### src/rtl/assert_macros.svh
// ----------------------------------------------------------------------------
// assert_macros.svh
// Shared concurrent assertion macros, clocked on clk with reset rst_n.
// ----------------------------------------------------------------------------
`ifndef ASSERT_MACROS_SVH
`define ASSERT_MACROS_SVH

// Same-cycle implication.
`define ASSERT_IMPLIES(lbl, ante, cons) \
    lbl: assert property (@(posedge clk) disable iff (!rst_n) (ante) |-> (cons)) \
        else $error("same-cycle implication violated");

// Next-cycle implication.
`define ASSERT_NEXT(lbl, ante, cons) \
    lbl: assert property (@(posedge clk) disable iff (!rst_n) (ante) |=> (cons)) \
        else $error("next-cycle implication violated");

`endif

### src/rtl/etc_pkg.sv
// ----------------------------------------------------------------------------
// etc_pkg
// Types, codes and constants of the elementwise tensor combiner.
// ----------------------------------------------------------------------------
package etc_pkg;

    localparam int DATA_W            = 32;
    localparam int SRC_W             = 2;
    localparam int OP_W              = 3;
    localparam int CFG_INDEX_W       = 3;
    localparam int MAX_SOURCES_DEF   = 4;
    localparam int FRACTION_BITS_DEF = 16;

    // operation codes
    localparam logic [OP_W-1:0] OP_PROD = 3'd0;
    localparam logic [OP_W-1:0] OP_SUM  = 3'd1;
    localparam logic [OP_W-1:0] OP_MAX  = 3'd2;
    localparam logic [OP_W-1:0] OP_DIV  = 3'd3;
    localparam logic [OP_W-1:0] OP_MIN  = 3'd4;

    // register indexes
    localparam logic [CFG_INDEX_W-1:0] REG_OPERATION = 3'd0;
    localparam logic [CFG_INDEX_W-1:0] REG_WEIGHT_0  = 3'd1;

    localparam logic signed [DATA_W-1:0] Q_MAX = 32'sh7FFF_FFFF;
    localparam logic signed [DATA_W-1:0] Q_MIN = 32'sh8000_0000;

    typedef struct packed {
        logic signed [DATA_W-1:0] sample_value;
        logic [SRC_W-1:0]         source_index;
        logic                     channel_present;
        logic                     last_source;
    } in_item_t;

    typedef struct packed {
        logic signed [DATA_W-1:0] result_value;
        logic                     saturated;
    } out_item_t;

    typedef struct packed {
        logic done;
        logic overflow;
    } div_status_t;

    typedef enum logic [2:0] {
        ST_IDLE,
        ST_START,
        ST_MUL_FIN,
        ST_DIV_WAIT,
        ST_EMIT
    } state_t;

endpackage

### src/rtl/etc_mul.sv
// ----------------------------------------------------------------------------
// etc_mul
// Registered 32x32 signed multiplier, full 64-bit product.
// ----------------------------------------------------------------------------
module etc_mul (
    input  logic                                    clk,
    input  logic signed [etc_pkg::DATA_W-1:0]       a,
    input  logic signed [etc_pkg::DATA_W-1:0]       b,
    output logic signed [2*etc_pkg::DATA_W-1:0]     product_reg
);
    import etc_pkg::*;

    logic signed [2*DATA_W-1:0] product_next;

    assign product_next = (2*DATA_W)'(a) * (2*DATA_W)'(b);

    always_ff @(posedge clk)
    begin
        product_reg <= product_next;
    end

endmodule

### src/rtl/etc_div.sv
// ----------------------------------------------------------------------------
// etc_div
// Radix-2 restoring divider: (dividend << FRACTION_BITS) / divisor, truncated
// toward zero and saturated to 32 bits. Divisor must be nonzero.
// ----------------------------------------------------------------------------
module etc_div #(
    parameter int FRACTION_BITS = etc_pkg::FRACTION_BITS_DEF
) (
    input  logic                              clk,
    input  logic                              rst_n,
    input  logic                              start,
    input  logic signed [etc_pkg::DATA_W-1:0] dividend,
    input  logic signed [etc_pkg::DATA_W-1:0] divisor,
    output logic signed [etc_pkg::DATA_W-1:0] quotient,
    output etc_pkg::div_status_t              status
);
    import etc_pkg::*;

    localparam int NUM_W  = DATA_W + FRACTION_BITS;
    localparam int Q_BITS = DATA_W + 1;          // enough to see any overflow
    localparam int HI_W   = NUM_W - Q_BITS;
    localparam int CNT_W  = $clog2(Q_BITS + 1);
    localparam logic [Q_BITS-1:0] NEG_LIMIT = Q_BITS'(1) << (DATA_W - 1);

    logic [DATA_W-1:0] a_u, b_u, a_mag, b_mag;
    logic [NUM_W-1:0]  num_full;
    logic [HI_W-1:0]   num_hi;
    logic              ovf_start;

    logic [Q_BITS-1:0] rem_reg, rem_next;
    logic [Q_BITS-1:0] num_reg, num_next;
    logic [DATA_W-1:0] den_reg, den_next;
    logic              neg_reg, neg_next;
    logic              ovf_reg, ovf_next;
    logic [CNT_W-1:0]  cnt_reg, cnt_next;
    logic              busy_reg, busy_next;
    logic              done_reg, done_next;

    logic [Q_BITS-1:0] shifted, diff, neg_q;
    logic              ge, over;

    assign a_u      = dividend;
    assign b_u      = divisor;
    assign a_mag    = a_u[DATA_W-1] ? (~a_u + DATA_W'(1)) : a_u;
    assign b_mag    = b_u[DATA_W-1] ? (~b_u + DATA_W'(1)) : b_u;
    assign num_full = {a_mag, {FRACTION_BITS{1'b0}}};
    assign num_hi   = num_full[NUM_W-1:Q_BITS];
    // high part already at or above the divisor: quotient >= 2^33
    assign ovf_start = Q_BITS'(num_hi) >= Q_BITS'(b_mag);

    assign shifted = {rem_reg[Q_BITS-2:0], num_reg[Q_BITS-1]};
    assign ge      = shifted >= Q_BITS'(den_reg);
    assign diff    = shifted - Q_BITS'(den_reg);

    always_comb
    begin
        rem_next  = rem_reg;
        num_next  = num_reg;
        den_next  = den_reg;
        neg_next  = neg_reg;
        ovf_next  = ovf_reg;
        cnt_next  = cnt_reg;
        busy_next = busy_reg;
        done_next = 1'b0;
        if (start)
        begin
            rem_next  = Q_BITS'(num_hi);
            num_next  = num_full[Q_BITS-1:0];
            den_next  = b_mag;
            neg_next  = a_u[DATA_W-1] ^ b_u[DATA_W-1];
            ovf_next  = ovf_start;
            cnt_next  = CNT_W'(Q_BITS);
            busy_next = 1'b1;
        end
        else if (busy_reg)
        begin
            rem_next = ge ? diff : shifted;
            num_next = {num_reg[Q_BITS-2:0], ge};
            cnt_next = cnt_reg - CNT_W'(1);
            if (cnt_reg == CNT_W'(1))
            begin
                busy_next = 1'b0;
                done_next = 1'b1;
            end
        end
    end

    always_ff @(posedge clk or negedge rst_n)
    begin
        if (!rst_n)
        begin
            cnt_reg  <= '0;
            busy_reg <= 1'b0;
            done_reg <= 1'b0;
        end
        else
        begin
            cnt_reg  <= cnt_next;
            busy_reg <= busy_next;
            done_reg <= done_next;
        end
    end

    always_ff @(posedge clk)
    begin
        rem_reg <= rem_next;
        num_reg <= num_next;
        den_reg <= den_next;
        neg_reg <= neg_next;
        ovf_reg <= ovf_next;
    end

    // sign and clamp of the finished magnitude
    assign neg_q = Q_BITS'(0) - num_reg;

    always_comb
    begin
        if (neg_reg)
        begin
            over     = ovf_reg || (num_reg > NEG_LIMIT);
            quotient = over ? Q_MIN : neg_q[DATA_W-1:0];
        end
        else
        begin
            over     = ovf_reg || (num_reg >= NEG_LIMIT);
            quotient = over ? Q_MAX : num_reg[DATA_W-1:0];
        end
    end

    assign status.done     = done_reg;
    assign status.overflow = over;

endmodule

### src/rtl/elementwise_tensor_combine.sv
// ----------------------------------------------------------------------------
// elementwise_tensor_combine
// Element-wise combiner of up to MAX_SOURCES source values, signed Q16.16.
// Source values for one output element arrive in order, one per transaction.
// A source 0 transaction loads the accumulator (weighted in sum mode) and
// clears the saturation flag; later present sources fold in by product,
// weighted sum, maximum, division or minimum. The transaction flagged
// last_source produces one result transaction with the accumulator and the
// flag. One transaction is processed at a time: load, max, min, divide by
// zero and skipped sources go through the start and emit states; product
// and weighted sum add a finish state (one registered 32x32 multiply, then
// round/add/saturate); division waits out 33 radix-2 restoring iterations.
// in_stall is low only while the sequencer is idle, so it stays high from the
// accepting edge until the transaction has been worked off. A result goes
// into the output register; if that register still holds an untaken result,
// the sequencer waits and in_stall stays high until the old one is taken.
// ----------------------------------------------------------------------------
`include "assert_macros.svh"

module elementwise_tensor_combine #(
    parameter int MAX_SOURCES   = etc_pkg::MAX_SOURCES_DEF,
    parameter int FRACTION_BITS = etc_pkg::FRACTION_BITS_DEF
) (
    input  logic                                   clk,
    input  logic                                   rst_n,
    // configuration write port
    input  logic                                   cfg_we,
    input  logic [etc_pkg::CFG_INDEX_W-1:0]        cfg_index,
    input  logic [etc_pkg::DATA_W-1:0]             cfg_data,
    // input channel
    input  logic                                   in_valid,
    output logic                                   in_stall,
    input  etc_pkg::in_item_t                      in_data,
    // output channel
    output logic                                   out_valid,
    input  logic                                   out_stall,
    output etc_pkg::out_item_t                     out_data
);
    import etc_pkg::*;

    localparam int PROD_W = 2 * DATA_W;
    localparam int SUM_W  = PROD_W + 2;
    localparam int IDX_W  = (MAX_SOURCES > 1) ? $clog2(MAX_SOURCES) : 1;
    localparam logic signed [DATA_W-1:0] ONE_Q    = DATA_W'(1) << FRACTION_BITS;
    localparam logic signed [PROD_W-1:0] HALF_LSB = PROD_W'(1) << (FRACTION_BITS - 1);

    // configuration
    logic [OP_W-1:0]          op_reg, op_next;
    logic signed [DATA_W-1:0] weight_reg [MAX_SOURCES];
    logic signed [DATA_W-1:0] weight_next [MAX_SOURCES];

    // sequencer and item registers
    state_t                   state_reg, state_next;
    logic signed [DATA_W-1:0] x_reg, x_next;
    logic [SRC_W-1:0]         src_reg, src_next;
    logic                     present_reg, present_next;
    logic                     last_reg, last_next;
    logic signed [DATA_W-1:0] acc_reg, acc_next;
    logic                     sat_reg, sat_next;

    // output register
    logic                     out_valid_reg, out_valid_next;
    out_item_t                out_data_reg, out_data_next;

    // decode
    logic                     in_accept, out_free, load_out;
    logic                     is_first, is_active;
    logic                     go_mul, go_div, div_by_zero;
    logic [IDX_W-1:0]         widx;

    // multiply path
    logic signed [DATA_W-1:0] mul_a;
    logic signed [PROD_W-1:0] product_reg;
    logic signed [PROD_W-1:0] rounded;
    logic signed [DATA_W-1:0] addend;
    logic signed [SUM_W-1:0]  sum_w;
    logic signed [DATA_W-1:0] mul_result;
    logic                     mul_clamped;

    // divide path
    logic                     div_start;
    logic signed [DATA_W-1:0] div_quotient;
    div_status_t              div_status;

    // ------------------------------------------------------------------
    // Configuration registers. Weights beyond MAX_SOURCES are never used,
    // so writes to them are dropped.
    // ------------------------------------------------------------------
    always_comb
    begin
        op_next     = op_reg;
        weight_next = weight_reg;
        if (cfg_we)
        begin
            if (cfg_index == REG_OPERATION)
                op_next = cfg_data[OP_W-1:0];
            for (int k = 0; k < MAX_SOURCES; k++)
            begin
                if (cfg_index == CFG_INDEX_W'(int'(REG_WEIGHT_0) + k))
                    weight_next[k] = cfg_data;
            end
        end
    end

    // ------------------------------------------------------------------
    // Item decode
    // ------------------------------------------------------------------
    assign in_accept = in_valid && !in_stall;
    assign out_free  = !out_valid_reg || !out_stall;
    assign is_first  = (src_reg == '0);
    // source 0 always counts; indexes past MAX_SOURCES are absent
    assign is_active = present_reg && (int'(src_reg) < MAX_SOURCES);
    assign widx      = is_active ? src_reg[IDX_W-1:0] : '0;

    assign div_by_zero = (x_reg == '0);

    always_comb
    begin
        go_mul = 1'b0;
        go_div = 1'b0;
        if (is_first)
            go_mul = (op_reg == OP_SUM);
        else if (is_active)
        begin
            go_mul = (op_reg == OP_SUM) || (op_reg == OP_PROD);
            go_div = (op_reg == OP_DIV) && !div_by_zero;
        end
    end

    // ------------------------------------------------------------------
    // Multiply, round half up, add, saturate
    // ------------------------------------------------------------------
    assign mul_a = (op_reg == OP_SUM) ? weight_reg[widx] : acc_reg;

    etc_mul u_mul (
        .clk         (clk),
        .a           (mul_a),
        .b           (x_reg),
        .product_reg (product_reg)
    );

    assign rounded = (product_reg + HALF_LSB) >>> FRACTION_BITS;
    assign addend  = (!is_first && op_reg == OP_SUM) ? acc_reg : '0;
    assign sum_w   = SUM_W'(rounded) + SUM_W'(addend);

    always_comb
    begin
        mul_clamped = 1'b1;
        if (sum_w > SUM_W'(Q_MAX))
            mul_result = Q_MAX;
        else if (sum_w < SUM_W'(Q_MIN))
            mul_result = Q_MIN;
        else
        begin
            mul_result  = sum_w[DATA_W-1:0];
            mul_clamped = 1'b0;
        end
    end

    // ------------------------------------------------------------------
    // Divider
    // ------------------------------------------------------------------
    assign div_start = (state_reg == ST_START) && go_div;

    etc_div #(
        .FRACTION_BITS (FRACTION_BITS)
    ) u_div (
        .clk      (clk),
        .rst_n    (rst_n),
        .start    (div_start),
        .dividend (acc_reg),
        .divisor  (x_reg),
        .quotient (div_quotient),
        .status   (div_status)
    );

    // ------------------------------------------------------------------
    // Sequencer: next state
    // ------------------------------------------------------------------
    always_comb
    begin
        state_next = state_reg;
        case (state_reg)
            ST_IDLE:
            begin
                if (in_accept)
                    state_next = ST_START;
            end
            ST_START:
            begin
                if (go_mul)
                    state_next = ST_MUL_FIN;
                else if (go_div)
                    state_next = ST_DIV_WAIT;
                else
                    state_next = ST_EMIT;
            end
            ST_MUL_FIN:
                state_next = ST_EMIT;
            ST_DIV_WAIT:
            begin
                if (div_status.done)
                    state_next = ST_EMIT;
            end
            ST_EMIT:
            begin
                if (!last_reg || out_free)
                    state_next = ST_IDLE;
            end
            default:
                state_next = ST_IDLE;
        endcase
    end

    // ------------------------------------------------------------------
    // Sequencer: datapath updates
    // ------------------------------------------------------------------
    always_comb
    begin
        in_stall     = 1'b1;
        load_out     = 1'b0;
        x_next       = x_reg;
        src_next     = src_reg;
        present_next = present_reg;
        last_next    = last_reg;
        acc_next     = acc_reg;
        sat_next     = sat_reg;
        case (state_reg)
            ST_IDLE:
            begin
                in_stall     = 1'b0;
                x_next       = in_data.sample_value;
                src_next     = in_data.source_index;
                present_next = in_data.channel_present;
                last_next    = in_data.last_source;
            end
            ST_START:
            begin
                if (is_first)
                begin
                    sat_next = 1'b0;
                    if (op_reg != OP_SUM)
                        acc_next = x_reg;
                end
                else if (is_active)
                begin
                    case (op_reg)
                        OP_MAX:
                            acc_next = (x_reg > acc_reg) ? x_reg : acc_reg;
                        OP_MIN:
                            acc_next = (x_reg < acc_reg) ? x_reg : acc_reg;
                        OP_DIV:
                        begin
                            // divide by zero saturates toward the dividend sign
                            if (div_by_zero)
                            begin
                                sat_next = 1'b1;
                                if (acc_reg > 0)
                                    acc_next = Q_MAX;
                                else if (acc_reg < 0)
                                    acc_next = Q_MIN;
                                else
                                    acc_next = '0;
                            end
                        end
                        default:
                            acc_next = acc_reg;
                    endcase
                end
            end
            ST_MUL_FIN:
            begin
                acc_next = mul_result;
                sat_next = sat_reg | mul_clamped;
            end
            ST_DIV_WAIT:
            begin
                if (div_status.done)
                begin
                    acc_next = div_quotient;
                    sat_next = sat_reg | div_status.overflow;
                end
            end
            ST_EMIT:
                load_out = last_reg && out_free;
            default:
                in_stall = 1'b1;
        endcase
    end

    // ------------------------------------------------------------------
    // Output register
    // ------------------------------------------------------------------
    always_comb
    begin
        out_valid_next = out_valid_reg;
        out_data_next  = out_data_reg;
        if (out_valid_reg && !out_stall)
            out_valid_next = 1'b0;
        if (load_out)
        begin
            out_valid_next             = 1'b1;
            out_data_next.result_value = acc_reg;
            out_data_next.saturated    = sat_reg;
        end
    end

    assign out_valid = out_valid_reg;
    assign out_data  = out_data_reg;

    // ------------------------------------------------------------------
    // Registers
    // ------------------------------------------------------------------
    always_ff @(posedge clk or negedge rst_n)
    begin
        if (!rst_n)
        begin
            state_reg     <= ST_IDLE;
            op_reg        <= OP_SUM;
            for (int k = 0; k < MAX_SOURCES; k++)
                weight_reg[k] <= ONE_Q;
            acc_reg       <= '0;
            sat_reg       <= 1'b0;
            out_valid_reg <= 1'b0;
        end
        else
        begin
            state_reg     <= state_next;
            op_reg        <= op_next;
            weight_reg    <= weight_next;
            acc_reg       <= acc_next;
            sat_reg       <= sat_next;
            out_valid_reg <= out_valid_next;
        end
    end

    always_ff @(posedge clk)
    begin
        x_reg        <= x_next;
        src_reg      <= src_next;
        present_reg  <= present_next;
        last_reg     <= last_next;
        out_data_reg <= out_data_next;
    end

    // ------------------------------------------------------------------
    // Assertions
    // ------------------------------------------------------------------
    `ASSERT_IMPLIES(a_div_done_in_wait, div_status.done, state_reg == ST_DIV_WAIT)
    `ASSERT_NEXT(a_div_zero_flags, (state_reg == ST_START) && !is_first && is_active && (op_reg == OP_DIV) && div_by_zero, sat_reg)
    `ASSERT_NEXT(a_first_clears_flag, (state_reg == ST_START) && is_first && (op_reg != OP_SUM), !sat_reg)

endmodule

### config.mk
export PLATFORM = sky130hd
export DESIGN_NAME = elementwise_tensor_combine
export DESIGN_NICKNAME = d
export VERILOG_FILES = /design/src/rtl/etc_pkg.sv /design/src/rtl/etc_mul.sv /design/src/rtl/etc_div.sv /design/src/rtl/elementwise_tensor_combine.sv
export VERILOG_INCLUDE_DIRS = /design/src /design/src/rtl
export SDC_FILE = /design/constraint.sdc
export NUM_CORES = 2
export LEC_CHECK = 0
export ABC_AREA = 1
export BUFFER_PORTS_ARGS = -buffer_cell sky130_fd_sc_hd__buf_2
export CORE_MARGIN = 2
export CORE_UTILIZATION = 52
export CTS_CLUSTER_DIAMETER = 120
export DETAILED_ROUTE_END_ITERATION = 8
export GPL_ROUTABILITY_DRIVEN = 0
export HOLD_SLACK_MARGIN = 0.12
export PLACE_DENSITY = 0.71
export SLEW_MARGIN = 25
export SYNTH_ARGS = -nofsm -noshare
export SYNTH_HDL_FRONTEND = slang
export SYNTH_HIERARCHICAL = 1
export SYNTH_SLANG_ARGS = --single-unit
### constraint.sdc
create_clock -name clk -period 17.4 [get_ports clk]
set_input_delay 1.74 -clock clk [delete_from_list [all_inputs] [get_ports clk]]
set_output_delay 1.74 -clock clk [all_outputs]
set_load 0.05 [all_outputs]
==> flow_summary.json <==
{
  "tightest_slew_ns": 1.15,
  "crit_buf_inv": 10,
  "hold_viol": 0,
  "drt_first_iter_violations": 5861,
  "drc_errors": 0,
  "rsz0062_at_grt": "no",
  "path_class": "reg -> reg",
  "layout.nets": 10400,
  "finClkSkew_ns": 0.0520,
  "synth_fp_nets": 10500,
  "cts_setup_buffers": 0,
  "worstPathRequired_ns": 17.89,
  "start_kind": "flop",
  "utilization": 0.553,
  "arrival_ns": 10.10,
  "multi_input_area_um2": 46900,
  "drtPass1Iterations": 9,
  "crit_slowest_cell": "fa_1",
  "cts_tree": "done",
  "ios": 111,
  "avgSynthCellArea_um2": 7.41,
  "routedWlPerCell_um": 20.1,
  "grt_pass1_vias": 60200,
  "drive_above_1_share": 0.0599,
  "ctsResizeCount": 0,
  "setup_viol": 0,
  "grt-ovfl-total": 0,
  "synth_cells": 8977,
  "fin_crit_ns": 9.61,
  "regArea_um2": 10100,
  "numCtsBuffers": 45,
  "antenna_found_initial": 3,
  "grt_max_degree": 110,
  "finalCritPeriodShare": 0.552,
  "critPathMaxFanout": 65,
  "nFillCells": 11900,
  "largest_reg_flops": 128,
  "wl_um": 214000,
  "viasPerCell": 5.50,
  "fp.dieW_um": 362,
  "slew-limit-headroom": 0.232,
  "clk_path_buf_depth": 3,
  "numPortBuffers": 110,
  "clock_latency_ns": 0.63,
  "fmax_ghz": 0.104,
  "hold_class": "reg -> reg",
  "crit_path_frequent_cell": "fa_1",
  "cts_hold_buffers": 0,
  "yosysWarnings": 6,
  "die_h_um": 362,
  "status": "finished clean",
  "grt_pass1_wl_um": 337000,
  "clkTransAtPathRegs_ns": 0.06,
  "ff2ff_setup_slack_ns": 7.79,
  "finalSetupTns_ns": 0,
  "crit_path_max_incr_delay_ns": 0.82,
  "cts-htree-levels": 2,
  "dp_hpwl_um": 165000,
  "finalMaxSlewViolations": 0,
  "clock-sinks": 393,
  "cp_top_family": "adder cells",
  "placed_area_um2": 68800,
  "cts_root_buf": "clkbuf_16",
  "vias": 58400,
  "rows": 131,
  "initial_core_util": 0.523,
  "core_um2": 127000,
  "ant_nets": 0,
  "drv_cap": 0,
  "grt_use_total": 0.333,
  "synth_area_um2": 66500,
  "end_kind": "flop",
  "syn2layout_area_growth_pct": 5.77,
  "fin_area_um2": 70300,
  "dieArea_um2": 131000
}
## layer usage
metal,vias to the layer above,part of all wire,global-route usage
met5,-,0,0
li1,26400,-,-
met4,0,0.079,0.218
met1,28300,0.37,0.411
met2,2925,0.45,0.536
met3,778,0.093,0.0609
## path summary, 6_finish.rpt
kind,startpoint,to,depth (start not counted)
worst min register to register,u_div/rem_reg[17]$_SDFFE_PP0P_,u_div/rem_reg[17]$_SDFFE_PP0P_,2
worst min-delay path,u_div/rem_reg[17]$_SDFFE_PP0P_,u_div/rem_reg[17]$_SDFFE_PP0P_,2
min in group asynchronous,rst_n,weight_reg[43]$_DFFE_PN0P_,1
worst max-delay path,src_reg[0]$_DFFE_PN_,u_mul/product_reg[59]$_DFF_P_,32
max in group asynchronous,rst_n,acc_reg[19]$_DFFE_PN0P_,2
worst max register to register,src_reg[0]$_DFFE_PN_,u_mul/product_reg[59]$_DFF_P_,32
## stage by stage
step	setup slack (ns)	cells	hold WS, ns
5_1_grt	7.26	10600	0.492
6_report	7.79	10600	0.475
3_3_place_gp	8.06	10500	0.461
3_5_place_dp	7.94	10500	0.462
2_1_floorplan	9.13	8977	0.444
4_1_cts	7.88	10600	0.473
## layout make-up
type                    instances  area share
clock buffers                  64      0.0185
diodes                          3    0.000107
flip-flops and latches        393       0.144
well taps                    1662      0.0296
inverters                    2262       0.121
multi-input cells            6014       0.666
clock inverters                20     0.00286
repair buffers                207      0.0184
## worst min-delay path: cells and delay by family, from the launching register on
kind,cells,cell delay [ns]
DFF,1,0.32
and+or+nand+nor,2,0.11
## layout by cell type, fill, tap and decap left out, types with 135 or more instances in the layout
| cell | count |
|---|---|
| edfxtp_1 | 135 |
| dfrtp_1 | 171 |
| nand2_1 | 2491 |
| fa_1 | 1084 |
| nor2_1 | 559 |
| a21oi_1 | 200 |
| xor2_1 | 141 |
| ha_1 | 317 |
| o21ai_0 | 363 |
| nand3_1 | 261 |
| inv_1 | 2215 |
Power is left out: the tool's default activity adds up to more than one toggle a clock period on the data nets, which glitch-free logic cannot reach.
